File: src/rtl/edacc_pkg.sv
// Shared types and constants for the Euclidean distance accumulator.
// Depends on nothing; every other file of the block imports it.
package edacc_pkg;

	// Element and vector limits.
	localparam int ELEM_WIDTH = 16;
	localparam int MAX_DIM    = 1024;

	// Derived widths: difference, its magnitude, its square and the running sum.
	localparam int DIFF_W = ELEM_WIDTH + 1;
	localparam int MAG_W  = ELEM_WIDTH + 1;
	localparam int SQ_W   = 2 * MAG_W;
	localparam int SUM_W  = 42;
	localparam int ROOT_W = SUM_W / 2;
	localparam int CNT_W  = $clog2(MAX_DIM + 1);
	localparam int STEP_W = $clog2(ROOT_W);

	localparam logic [SUM_W-1:0] SUM_MAX = {SUM_W{1'b1}};
	localparam logic [CNT_W-1:0] CNT_MAX = CNT_W'(MAX_DIM);

	// One input beat: an element pair and the end-of-vector flag.
	typedef struct packed {
		logic signed [15:0] a_value;
		logic signed [15:0] b_value;
		logic               last_element;
	} in_beat_t;

	// One result beat.
	typedef struct packed {
		logic [20:0] distance;
		logic        saturated;
	} out_beat_t;

	// Controls from the sequencer to the accumulator.
	typedef struct packed {
		logic load;   // capture the magnitude of a new pair's difference
		logic mul;    // square the captured magnitude
		logic acc;    // add the square into the running sum
		logic clear;  // start a new vector
	} acc_ctrl_t;

endpackage

File: src/rtl/edacc_accum.sv
// Sum-of-squares accumulator: difference, square and saturating running sum.
// Depends on edacc_pkg.
module edacc_accum (
	input  logic                      clk,
	input  logic                      arst_n,
	input  edacc_pkg::acc_ctrl_t      ctrl,
	input  edacc_pkg::in_beat_t       beat,
	output logic [edacc_pkg::SUM_W-1:0] sum,
	output logic                      overflow
);
	import edacc_pkg::*;

	logic signed [DIFF_W-1:0] diff;
	logic [MAG_W-1:0]         mag_q;
	logic [SQ_W-1:0]          sq_q;
	logic [SUM_W-1:0]         sum_q;
	logic [CNT_W-1:0]         count_q;
	logic                     overflow_q;
	logic [SUM_W:0]           total;

	// Exact difference of the two sign-extended elements.
	assign diff = {beat.a_value[ELEM_WIDTH-1], beat.a_value[ELEM_WIDTH-1:0]}
		- {beat.b_value[ELEM_WIDTH-1], beat.b_value[ELEM_WIDTH-1:0]};

	// Wide sum with a carry bit that flags a clip.
	assign total = {1'b0, sum_q} + {{(SUM_W + 1 - SQ_W){1'b0}}, sq_q};

	// Magnitude and square registers; payload only, no reset needed.
	always_ff @(posedge clk) begin
		if (ctrl.load) begin
			mag_q <= diff[DIFF_W-1] ? MAG_W'(-diff) : MAG_W'(diff);
		end
		if (ctrl.mul) begin
			sq_q <= mag_q * mag_q;
		end
	end

	// Running sum, pair count and sticky saturation flag.
	always_ff @(posedge clk or negedge arst_n) begin
		if (!arst_n) begin
			sum_q      <= '0;
			count_q    <= '0;
			overflow_q <= 1'b0;
		end else if (ctrl.clear) begin
			sum_q      <= '0;
			count_q    <= '0;
			overflow_q <= 1'b0;
		end else if (ctrl.acc) begin
			if (count_q == CNT_MAX) begin
				sum_q      <= SUM_MAX;
				overflow_q <= 1'b1;
			end else begin
				count_q <= count_q + 1'b1;
				if (total[SUM_W]) begin
					sum_q      <= SUM_MAX;
					overflow_q <= 1'b1;
				end else begin
					sum_q <= total[SUM_W-1:0];
				end
			end
		end
	end

	assign sum      = sum_q;
	assign overflow = overflow_q;

endmodule

File: src/rtl/edacc_sqrt.sv
// Iterative integer square root, one result bit per cycle.
// Depends on edacc_pkg.
module edacc_sqrt (
	input  logic                         clk,
	input  logic                         arst_n,
	input  logic                         start,
	input  logic [edacc_pkg::SUM_W-1:0]  radicand,
	output logic                         done,
	output logic [edacc_pkg::ROOT_W-1:0] root
);
	import edacc_pkg::*;

	localparam int REM_W = ROOT_W + 2;

	logic [SUM_W-1:0]  rad_q;
	logic [REM_W-1:0]  rem_q;
	logic [ROOT_W-1:0] root_q;
	logic [STEP_W-1:0] step_q;
	logic              busy_q;
	logic              done_q;
	logic [REM_W+1:0]  rem_sh;
	logic [REM_W+1:0]  trial;
	logic [REM_W+1:0]  rem_diff;
	logic              fits;

	// One restoring step: bring down two radicand bits and try the next root bit.
	assign rem_sh   = {rem_q, rad_q[SUM_W-1 -: 2]};
	assign trial    = {{(REM_W - ROOT_W){1'b0}}, root_q, 2'b01};
	assign rem_diff = rem_sh - trial;
	assign fits     = (rem_sh >= trial);

	// Sequencing of the iterations.
	always_ff @(posedge clk or negedge arst_n) begin
		if (!arst_n) begin
			busy_q <= 1'b0;
			done_q <= 1'b0;
			step_q <= '0;
		end else begin
			done_q <= 1'b0;
			if (start) begin
				busy_q <= 1'b1;
				step_q <= '0;
			end else if (busy_q) begin
				if (step_q == STEP_W'(ROOT_W - 1)) begin
					busy_q <= 1'b0;
					done_q <= 1'b1;
				end
				step_q <= step_q + 1'b1;
			end
		end
	end

	// Datapath registers of the root.
	always_ff @(posedge clk) begin
		if (start) begin
			rad_q  <= radicand;
			rem_q  <= '0;
			root_q <= '0;
		end else if (busy_q) begin
			rad_q  <= {rad_q[SUM_W-3:0], 2'b00};
			rem_q  <= fits ? rem_diff[REM_W-1:0] : rem_sh[REM_W-1:0];
			root_q <= {root_q[ROOT_W-2:0], fits};
		end
	end

	assign done = done_q;
	assign root = root_q;

endmodule

File: src/rtl/euclidean_distance_accumulator.sv
// Top level of the Euclidean distance accumulator: sequencer and output register.
// Depends on edacc_pkg, edacc_accum and edacc_sqrt.
//
// Each input beat carries one signed Q8.8 element pair. For a pair that does
// not close a vector, the difference magnitude is registered, squared in the
// next cycle and then added to the 42-bit saturating sum. A pair flagged
// last_element goes on through further steps: the sum is handed to the
// square-root unit, the unit runs one iteration per bit of the 21-bit root at
// one result bit per cycle, it raises its done flag and the output register is
// loaded. The square-root loop sets the rate for the closing pair. The input is
// stalled while a pair is in work. The result sits in its own register, so the
// next vector may start while it waits to be taken; a second result waits in
// the sequencer until that register is free, adding the cycles of that wait.
module euclidean_distance_accumulator (
	input  logic                 clk,
	input  logic                 arst_n,
	input  logic                 in_valid,
	output logic                 in_stall,
	input  edacc_pkg::in_beat_t  in_data,
	output logic                 out_valid,
	input  logic                 out_stall,
	output edacc_pkg::out_beat_t out_data
);
	import edacc_pkg::*;

	typedef enum logic [2:0] {
		S_IDLE,
		S_MUL,
		S_ACC,
		S_START,
		S_ROOT,
		S_OUT
	} state_t;

	state_t            state_q;
	logic              last_q;
	logic              sat_q;
	logic              out_valid_q;
	out_beat_t         out_q;
	acc_ctrl_t         ctrl;
	logic              in_take;
	logic              out_free;
	logic [SUM_W-1:0]  sum;
	logic              overflow;
	logic              root_done;
	logic [ROOT_W-1:0] root;

	assign in_take  = in_valid && !in_stall;
	assign out_free = !out_valid_q || !out_stall;
	assign in_stall = (state_q != S_IDLE);

	// Controls to the accumulator follow the state.
	always_comb begin
		ctrl       = '0;
		ctrl.load  = in_take;
		ctrl.mul   = (state_q == S_MUL);
		ctrl.acc   = (state_q == S_ACC);
		ctrl.clear = (state_q == S_START);
	end

	edacc_accum u_accum (
		.clk      (clk),
		.arst_n   (arst_n),
		.ctrl     (ctrl),
		.beat     (in_data),
		.sum      (sum),
		.overflow (overflow)
	);

	edacc_sqrt u_sqrt (
		.clk      (clk),
		.arst_n   (arst_n),
		.start    (state_q == S_START),
		.radicand (sum),
		.done     (root_done),
		.root     (root)
	);

	// Sequencer, end-of-vector flag and result register.
	always_ff @(posedge clk or negedge arst_n) begin
		if (!arst_n) begin
			state_q     <= S_IDLE;
			last_q      <= 1'b0;
			sat_q       <= 1'b0;
			out_valid_q <= 1'b0;
			out_q       <= '0;
		end else begin
			// The result beat is raised on a load and dropped once taken.
			if ((state_q == S_OUT) && out_free) begin
				out_valid_q <= 1'b1;
			end else if (!out_stall) begin
				out_valid_q <= 1'b0;
			end
			case (state_q)
				S_IDLE: begin
					if (in_take) begin
						last_q  <= in_data.last_element;
						state_q <= S_MUL;
					end
				end
				S_MUL: begin
					state_q <= S_ACC;
				end
				S_ACC: begin
					state_q <= last_q ? S_START : S_IDLE;
				end
				S_START: begin
					sat_q   <= overflow;
					state_q <= S_ROOT;
				end
				S_ROOT: begin
					if (root_done) begin
						state_q <= S_OUT;
					end
				end
				S_OUT: begin
					if (out_free) begin
						out_q   <= '{distance: root, saturated: sat_q};
						state_q <= S_IDLE;
					end
				end
				default: begin
					state_q <= S_IDLE;
				end
			endcase
		end
	end

	assign out_valid = out_valid_q;
	assign out_data  = out_q;

endmodule
File: config.mk
export PLATFORM = sky130hd
export DESIGN_NAME = euclidean_distance_accumulator
export DESIGN_NICKNAME = d
export VERILOG_FILES = /design/src/rtl/edacc_pkg.sv /design/src/rtl/edacc_accum.sv /design/src/rtl/edacc_sqrt.sv /design/src/rtl/euclidean_distance_accumulator.sv
export SDC_FILE = /design/constraint.sdc
export NUM_CORES = 1
export LEC_CHECK = 0
export BUFFER_PORTS_ARGS = -buffer_cell sky130_fd_sc_hd__buf_2
export CAP_MARGIN = 20
export CORE_MARGIN = 3
export CORE_UTILIZATION = 60
export DETAILED_ROUTE_END_ITERATION = 12
export HOLD_SLACK_MARGIN = 0.1
export PLACE_DENSITY = 0.84
export RECOVER_POWER = 25
export SYNTH_ARGS = -nofsm -noshare
export SYNTH_HDL_FRONTEND = slang
export SYNTH_HIERARCHICAL = 1
export SYNTH_SLANG_ARGS = --single-unit
File: constraint.sdc
create_clock -name clk -period 16.38 [get_ports clk]
set_input_delay 0.819 -clock clk [delete_from_list [all_inputs] [get_ports clk]]
set_output_delay 0.819 -clock clk [all_outputs]
set_load 0.1 [all_outputs]
==> results of run 1 <==
final timing paths:
path                            cells past startpoint              from  slack [ns]          endpoint
worst min-delay path                                1            arst_n        0.44      out_data[17]
min in group clk                                    1      out_data[13]        0.50      out_data[13]
worst min register to register                      1      out_data[13]        0.50      out_data[13]
worst max register to register                     22  u_accum/mag_q[5]        9.33  u_accum/sq_q[33]
max in group asynchronous                           2            arst_n       11.34     u_sqrt/busy_q
worst max-delay path                               22  u_accum/mag_q[5]        9.33  u_accum/sq_q[33]
worst register-to-register path, delay by kind of cell, from the launching register on:
family | cells | cell delay [ns]
adders and majority gates | 7 | 3.56
AOI/OAI and AO/OA | 7 | 1.57
and+or+nand+nor | 3 | 0.60
DFF | 1 | 0.81
buffers and inverters | 5 | 0.26
flip-flops by register name, summed over array words and instances, names as in the netlist, 5 cells and up:
signal / cells
u_sqrt/rad_q: 42
u_accum/count_q: 11
u_accum/mag_q: 17
u_accum/sum: 42
u_sqrt/rem_q: 23
u_accum/sq_q: 33
out_data: 22
u_sqrt/root: 21
u_sqrt/step_q: 5
area by class of cell:
class                      instances  area share [%]
clock inverter                    19           0.991
sequential                       225            25.8
inverter                         346            5.73
clock buffer                      29            2.91
timing repair buffer              69            1.64
multi-input combinational       1565            60.4
tap                              455            2.51
cell usage after synthesis, drive strengths merged, types with 16 or more instances:
library cell and count:
dfrtp 89, a311oi 22, inv 345, nor3 30
nor2 172, and2 63, buf 16, or3 18
clkbuf 62, xnor2 75, o21ai 65, nand2 174
nand4 17, edfxtp 92, mux2i 22, xor2 42
ha 189, a31oi 19, fa 193, nor2b 16
mux2 67, nand3 35, a211oi 47, dfxtp 44
a21oi 95, a21o 37
cells in the final DEF, fill, tap and decap left out, types with 7 or more instances in the layout:
cell type  count
buf_2         59
o31a_1         7
o21bai_1      11
a31oi_1       18
or3_1         18
clkbuf_16     26
a21oi_1       95
o211ai_1       8
nand4_1       17
a211oi_1      46
fa_1         193
inv_1        344
o21ai_0       61
nand2b_1      12
and2_1        63
dfxtp_1       44
a21o_1        37
a21boi_0       7
nor2b_1       16
nand2_1      172
o31ai_1        8
mux2i_1       22
nor3_1        30
nor2_1       169
xor2_1        42
mux2_2        67
o21a_1        11
or2_2          7
and3_1        15
a311oi_1      19
dfrtp_1       88
edfxtp_1      92
xnor2_1       75
ha_1         189
nand3_1       35
cells by family (layout without fill, tap and decap cells):
kind of cell,count (synthesis),in the layout
AOI/OAI and AO/OA,388,388
xor gates and xnor gates,117,117
adders and majority gates,382,382
buffers and inverters,424,463
DFF,225,225
muxes,89,89
and+or+nand+nor,589,589
through the flow:
stage	instance area (µm²)	setup WS, ns	hold slack (ns)	utilization, %	instances
2_1_floorplan	21200	10.09	0.458	-	2214
3_3_place_gp	21800	9.68	0.482	62.9	2659
3_5_place_dp	21800	9.42	0.491	62.9	2659
4_1_cts	22700	9.39	0.102	65.5	2707
5_1_grt	22700	8.80	0.513	65.5	2708
6_report	22700	9.33	0.443	65.5	2708
routing by layer:
metal  GRT usage [%]  up-vias  part of all wire (%)
li1                -     7516                     -
met1            34.9     7826                    44
met4            6.04        0                   2.0
met3            3.23       85                   6.9
met5               0        -                     0
met2            41.3      583                    48
==> run_results.csv, run 1 <==
group,metric,value,unit
outcome,outcome,"finished, violations left",
outcome,violations,"capacitance limit, slew limit",
clocking,clkLatencyLatePin,0.57,ns
floorplan,core-area,34700,µm²
setup_path,cp-start-kind,"flip-flop",
clocking,cts_root_buf,"clkbuf_16",
route,detail-route-antenna-nets,0,
timing,max_freq,142,MHz
setup_path,critPathKind,"reg -> reg",
logic_synthesis,synth_seq_area_share,27.7,%
floorplan,die_area,37700,µm²
setup_path,critPathCaptureType,"flip-flop",
global_routing,grt_use_total,24.8,%
global_routing,antenna_found_initial,0,
clocking,ctsResizeCount,0,
setup_path,slowest_delay,0.81,ns
floorplan,num_io_pins,61,
timing,fin_crit,7.05,ns
cells_and_area,multiInputGateArea,13700,µm²
logic_synthesis,async_reset_ff_share,39.6,%
floorplan,initial_core_util,61.1,%
clocking,cts_hold_buf,0,
logic_synthesis,synth_compound_area_share,12.6,%
setup_path,cp.arrival,7.36,ns
flow_run,drv_cap,1,
clocking,post-cts-setup-buffers,0,
logic_synthesis,syn_avg_cell_area,9.58,µm²
timing,hold_viol_final,0,
route,drtIter0Drc,1311,
timing,worst_slew_pin_slew,3.96,ns
logic_synthesis,synthCells,2214,
logic_synthesis,synthSimpleGateAreaFrac,13.2,%
global_routing,grt_start_max_net_pins,78,
logic_synthesis,synth_cell_types,82,
clocking,htreeDepth,1,
clocking,cts_buffers,26,
setup_path,crit_family,"adder cells",
setup_path,crit_required,16.69,ns
clocking,cts.sink_count,225,
timing,max_slew_margin,-164,%
logic_synthesis,synth_top_cell_by_area,"fa_1",
setup_path,cpMaxStageDelayCell,"edfxtp_1",
global_routing,overflow,0,
setup_path,cp_max_fo,18,
route,wl_per_cell,17.3,µm
cells_and_area,syn2layout_area_growth,7.10,%
logic_synthesis,synth_xor_area_share,4.83,%
timing,drv_slew,72,
setup_path,crit_top_cell,"fa_1",
route,drc,0,
placement,gp_congestion,0.957,
clocking,path_clk_slew,0.06,ns
global_routing,first_global_vias,16200,
floorplan,num_rows,68,
clocking,cts_buffer_depth,3,
logic_synthesis,ys.flop_type,"edfxtp_1",
cells_and_area,seqCellArea,5870,µm²
cells_and_area,num_antenna_cells,0,
route,drt-pass1-iter-count,6,
floorplan,die_width,194,µm
logic_synthesis,synth_fa_ha_area_share,29.4,%
cells_and_area,n_fill_cell,2646,
timing,fin_tns_setup,0,ns
route,wl,46900,µm
route,vias,16000,
min_path,worstHoldPathType,"in -> async",
placement,dpl.hpwl,35800,µm
timing,rsz0062_at_grt,"no",
logic_synthesis,yosysWarnings,6,
logic_synthesis,synthMuxAreaShare,4.59,%
setup_path,cp_cell_sequence,"nand2_1, fa_1, inv_1, fa_1, inv_1, fa_1, inv_1, fa_1, fa_1, inv_1, fa_1, inv_1, ha_1, nand3_1, nor3_1, o311ai_0, a211oi_1, o31ai_1, o22ai_1, o21ai_0, a21oi_1, a31oi_1",
floorplan,dieHeight,194,µm
timing,setup_viol,0,
logic_synthesis,syn_nets,2633,
logic_synthesis,synthTopCellsByArea,"fa_1 18%, edfxtp_1 13%, ha_1 11%, dfrtp_1 10%, inv_1 6.1%",
logic_synthesis,ys_ff_latch,225,
route,post_drt_via_cell_ratio,5.91,
logic_synthesis,synth_top_area_share,18.2,%
placement,portBuffers,60,
logic_synthesis,syn_area,21200,µm²
cells_and_area,layout.nets,2652,
setup_path,path_buf_inv,5,
global_routing,grt_pass1_wl,79100,µm
logic_synthesis,synth_top_family_by_area,"adder cells",
timing,skew,0.0353,ns
cells_and_area,drive_gt1_share,9.50,%
logic_synthesis,synth_edf_count,92,
clocking,cts_tree,"yes",
timing,period_share,43.0,%
Power of run 1 is not shown: default switching activity piles up to over one toggle a cycle in this logic, so the estimate is an artifact.
==> run 2, diff against run 1 <==
--- a/config.mk
+++ b/config.mk
@@ -5,6 +5,7 @@
 export SDC_FILE = /design/constraint.sdc
 export NUM_CORES = 1
 export LEC_CHECK = 0
+export ABC_AREA = 1
 export BUFFER_PORTS_ARGS = -buffer_cell sky130_fd_sc_hd__buf_2
 export CAP_MARGIN = 20
 export CORE_MARGIN = 3
==> constraint.sdc (replaced) <==
create_clock -name clk -period 7 [get_ports clk]
set_input_delay 0.35 -clock clk [delete_from_list [all_inputs] [get_ports clk]]
set_output_delay 0.35 -clock clk [all_outputs]
set_load 0.1 [all_outputs]
==> run 2 against run 1 <==
The flow still finishes with violations (capacitance limit, slew limit). Critical endpoint unchanged. Global-route usage rose by 3.5 points. Largest cell class unchanged. Sequential share of layout area fell by 2.0 points. Non-clock buffer count rose by 3. Register-to-register slack got worse by 8.8 ns. Core utilization fell by 0.38 points.
==> run_results.csv, run 2 <==
group,metric,value,unit
timing,fin_tns_setup,0,ns
global_routing,overflow,0,
clocking,cts_buffer_depth,3,
timing,max_freq,155,MHz
clocking,clkLatencyLatePin,0.56,ns
route,vias,19600,
cells_and_area,layout_common_cells,"868 x nand2_1, 644 x inv_1, 193 x fa_1",
route,wl,57200,µm
min_path,holdPathStages,3,
global_routing,grt_use_met3,3.25,%
floorplan,core-area,37800,µm²
clocking,cts_buffers,25,
setup_path,cp_max_fo,18,
logic_synthesis,syn_nets,3481,
outcome,violations,"capacitance limit, slew limit",
logic_synthesis,synth_xor_area_share,3.32,%
clocking,path_clk_slew,0.06,ns
global_routing,grt_use_total,28.3,%
placement,portBuffers,60,
timing,period_share,92.1,%
floorplan,die_width,203,µm
placement,gp_congestion,0.981,
clocking,cts.sink_count,225,
logic_synthesis,synthCells,3062,
logic_synthesis,synth_compound_area_share,7.36,%
logic_synthesis,synthSimpleGateAreaFrac,24.9,%
timing,hold_viol_final,0,
cells_and_area,layout.nets,3506,
logic_synthesis,synth_top_family_by_area,"adder cells",
floorplan,die_area,41000,µm²
route,post_drt_via_cell_ratio,5.43,
route,detail-route-antenna-nets,0,
route,drt-pass1-iter-count,6,
timing,max_slew_margin,-117,%
setup_path,critPathKind,"reg -> reg",
power,fin_total_pwr,2.86,mW
logic_synthesis,synth_edf_count,92,
floorplan,num_rows,71,
logic_synthesis,synth_cell_types,57,
floorplan,num_io_pins,61,
logic_synthesis,synth_top_cell_by_area,"fa_1",
logic_synthesis,synth_seq_area_share,25.3,%
logic_synthesis,ys_ff_latch,225,
timing,drv_slew,126,
cells_and_area,layout_commonest_cell,"nand2_1",
floorplan,dieHeight,203,µm
logic_synthesis,yosysMostFrequentCell,"nand2_1",
global_routing,grt_start_max_net_pins,57,
global_routing,first_global_vias,20200,
setup_path,cp-start-kind,"flip-flop",
outcome,outcome,"finished, violations left",
logic_synthesis,synth_top_area_share,16.7,%
timing,worst_slew_pin_slew,3.25,ns
clocking,cts_root_buf,"clkbuf_16",
logic_synthesis,ys.flop_type,"edfxtp_1",
min_path,worstHoldPathType,"in -> reg",
logic_synthesis,async_reset_ff_share,39.6,%
timing,skew,0.0363,ns
clocking,ctsResizeCount,0,
power,vdd_drop_max,0.157,mV
global_routing,antenna_found_initial,0,
timing,rsz0062_at_grt,"no",
logic_synthesis,synth_fa_ha_area_share,26.9,%
global_routing,busiest_layer,"met2",
logic_synthesis,syn_area,23200,µm²
global_routing,grt.met1_usage,36.4,%
cells_and_area,drive_gt1_share,6.37,%
power,power_density,116,nW/µm²
setup_path,crit_required,7.29,ns
global_routing,use_met2,50.2,%
cells_and_area,syn2layout_area_growth,6.27,%
setup_path,rr_worst_depth,23,
clocking,cts_tree,"yes",
route,drtIter0Drc,1538,
logic_synthesis,yosysWarnings,6,
logic_synthesis,synth_common_cells,"868 x nand2_1, 646 x inv_1, 193 x fa_1",
logic_synthesis,synthTopCellsByArea,"fa_1 17%, nand2_1 14%, edfxtp_1 12%, inv_1 10%, ha_1 10%",
flow_run,drv_cap,3,
logic_synthesis,synthMuxAreaShare,0.0486,%
clocking,htreeDepth,1,
placement,dpl.hpwl,46100,µm
timing,setup_viol,0,
cells_and_area,num_antenna_cells,0,
route,drc,0,
setup_path,cp.arrival,6.74,ns
route,wl_per_cell,15.8,µm
floorplan,initial_core_util,61.3,%
power,p_leak,13.8,nW
logic_synthesis,syn_avg_cell_area,7.57,µm²
setup_path,critPathCaptureType,"flip-flop",
timing,fin_crit,6.45,ns
global_routing,grt_pass1_wl,96700,µm
-- run 2: path summary, 6_finish.rpt --
check / slack (ns) / to / start
worst min register to register: 0.46 / u_sqrt/step_q[3] / u_sqrt/step_q[3]
worst min-delay path: 0.28 / u_accum/mag_q[0] / in_data[1]
max in group asynchronous: 2.13 / u_accum/sum[36] / arst_n
min in group asynchronous: 0.90 / out_data[21] / arst_n
worst max-delay path: 0.55 / u_accum/sq_q[33] / u_accum/mag_q[0]
worst max register to register: 0.55 / u_accum/sq_q[33] / u_accum/mag_q[0]
-- run 2: cell families (layout without fill, tap and decap cells) --
family                   count (synthesis)  in the layout
AO/OA/AOI/OAI                          298            298
multiplexers                             1              1
AND/OR/NAND/NOR                       1339           1339
buffers and inverters                  730            774
XOR/XNOR                                87             87
flip-flops                             225            225
adder cells (fa/ha/maj)                382            382
-- run 2: layer usage --
layer,routed length [µm],share of wire (%)
met1,23700,41
met2,28200,49
met3,3390,5.9
met4,1890,3.3
met5,0,0
-- run 2: layout make-up --
type / count / area, µm²
inverter: 656 / 2460
clock buffer: 38 / 724
tap: 511 / 639
sequential: 225 / 5870
clock inverter: 8 / 85.1
timing repair buffer: 72 / 385
fill: 3261 / 13200
multi-input combinational: 2107 / 14500
-- run 2: worst max-delay path: stages (launching register included) --
cell and delay (ns):
edfxtp_1 0.32, clkbuf_1 0.67, nand2_1 0.25, xor2_1 0.22
ha_1 0.28, inv_1 0.05, fa_1 0.52, inv_1 0.05
fa_1 0.51, fa_1 0.52, fa_1 0.54, inv_1 0.06
fa_1 0.52, inv_1 0.04, ha_1 0.33, inv_1 0.10
o21bai_1 0.10, or2_2 0.30, o21bai_1 0.20, a21oi_1 0.27
nand3b_1 0.17, nand2_1 0.06, nand2_1 0.05, nand2_1 0.04
-- run 2: power by group --
| group | internal (mW) | switching, mW |
|---|---|---|
| sequential | 1.37 | 0.000125 |
| clock | 0.754 | 0.542 |
| combinational | 0.0656 | 0.130 |
-- run 2: repair_timing --
item / CTS / global route
endpoints found under the setup margin: 0 / 0
buffers inserted: 0 / 0
endpoints found under the hold margin: 35 / 0
hold buffers: 3 / 0
-- run 2: per-stage QoR --
step / std cells / worst slack, ns / hold slack, ns / cell area, µm² / utilization (%)
2_1_floorplan: 3062 / 1.05 / 0.0544 / 23200 / -
4_1_cts: 3617 / 0.720 / 0.259 / 24700 / 65.2
3_3_place_gp: 3568 / 0.890 / 0.325 / 23800 / 63.0
6_report: 3617 / 0.555 / 0.277 / 24600 / 65.1
5_1_grt: 3617 / 0.192 / 0.274 / 24600 / 65.1
3_5_place_dp: 3568 / 0.761 / 0.340 / 23800 / 63.0
Note: power is estimated with default switching activity, not from simulation.
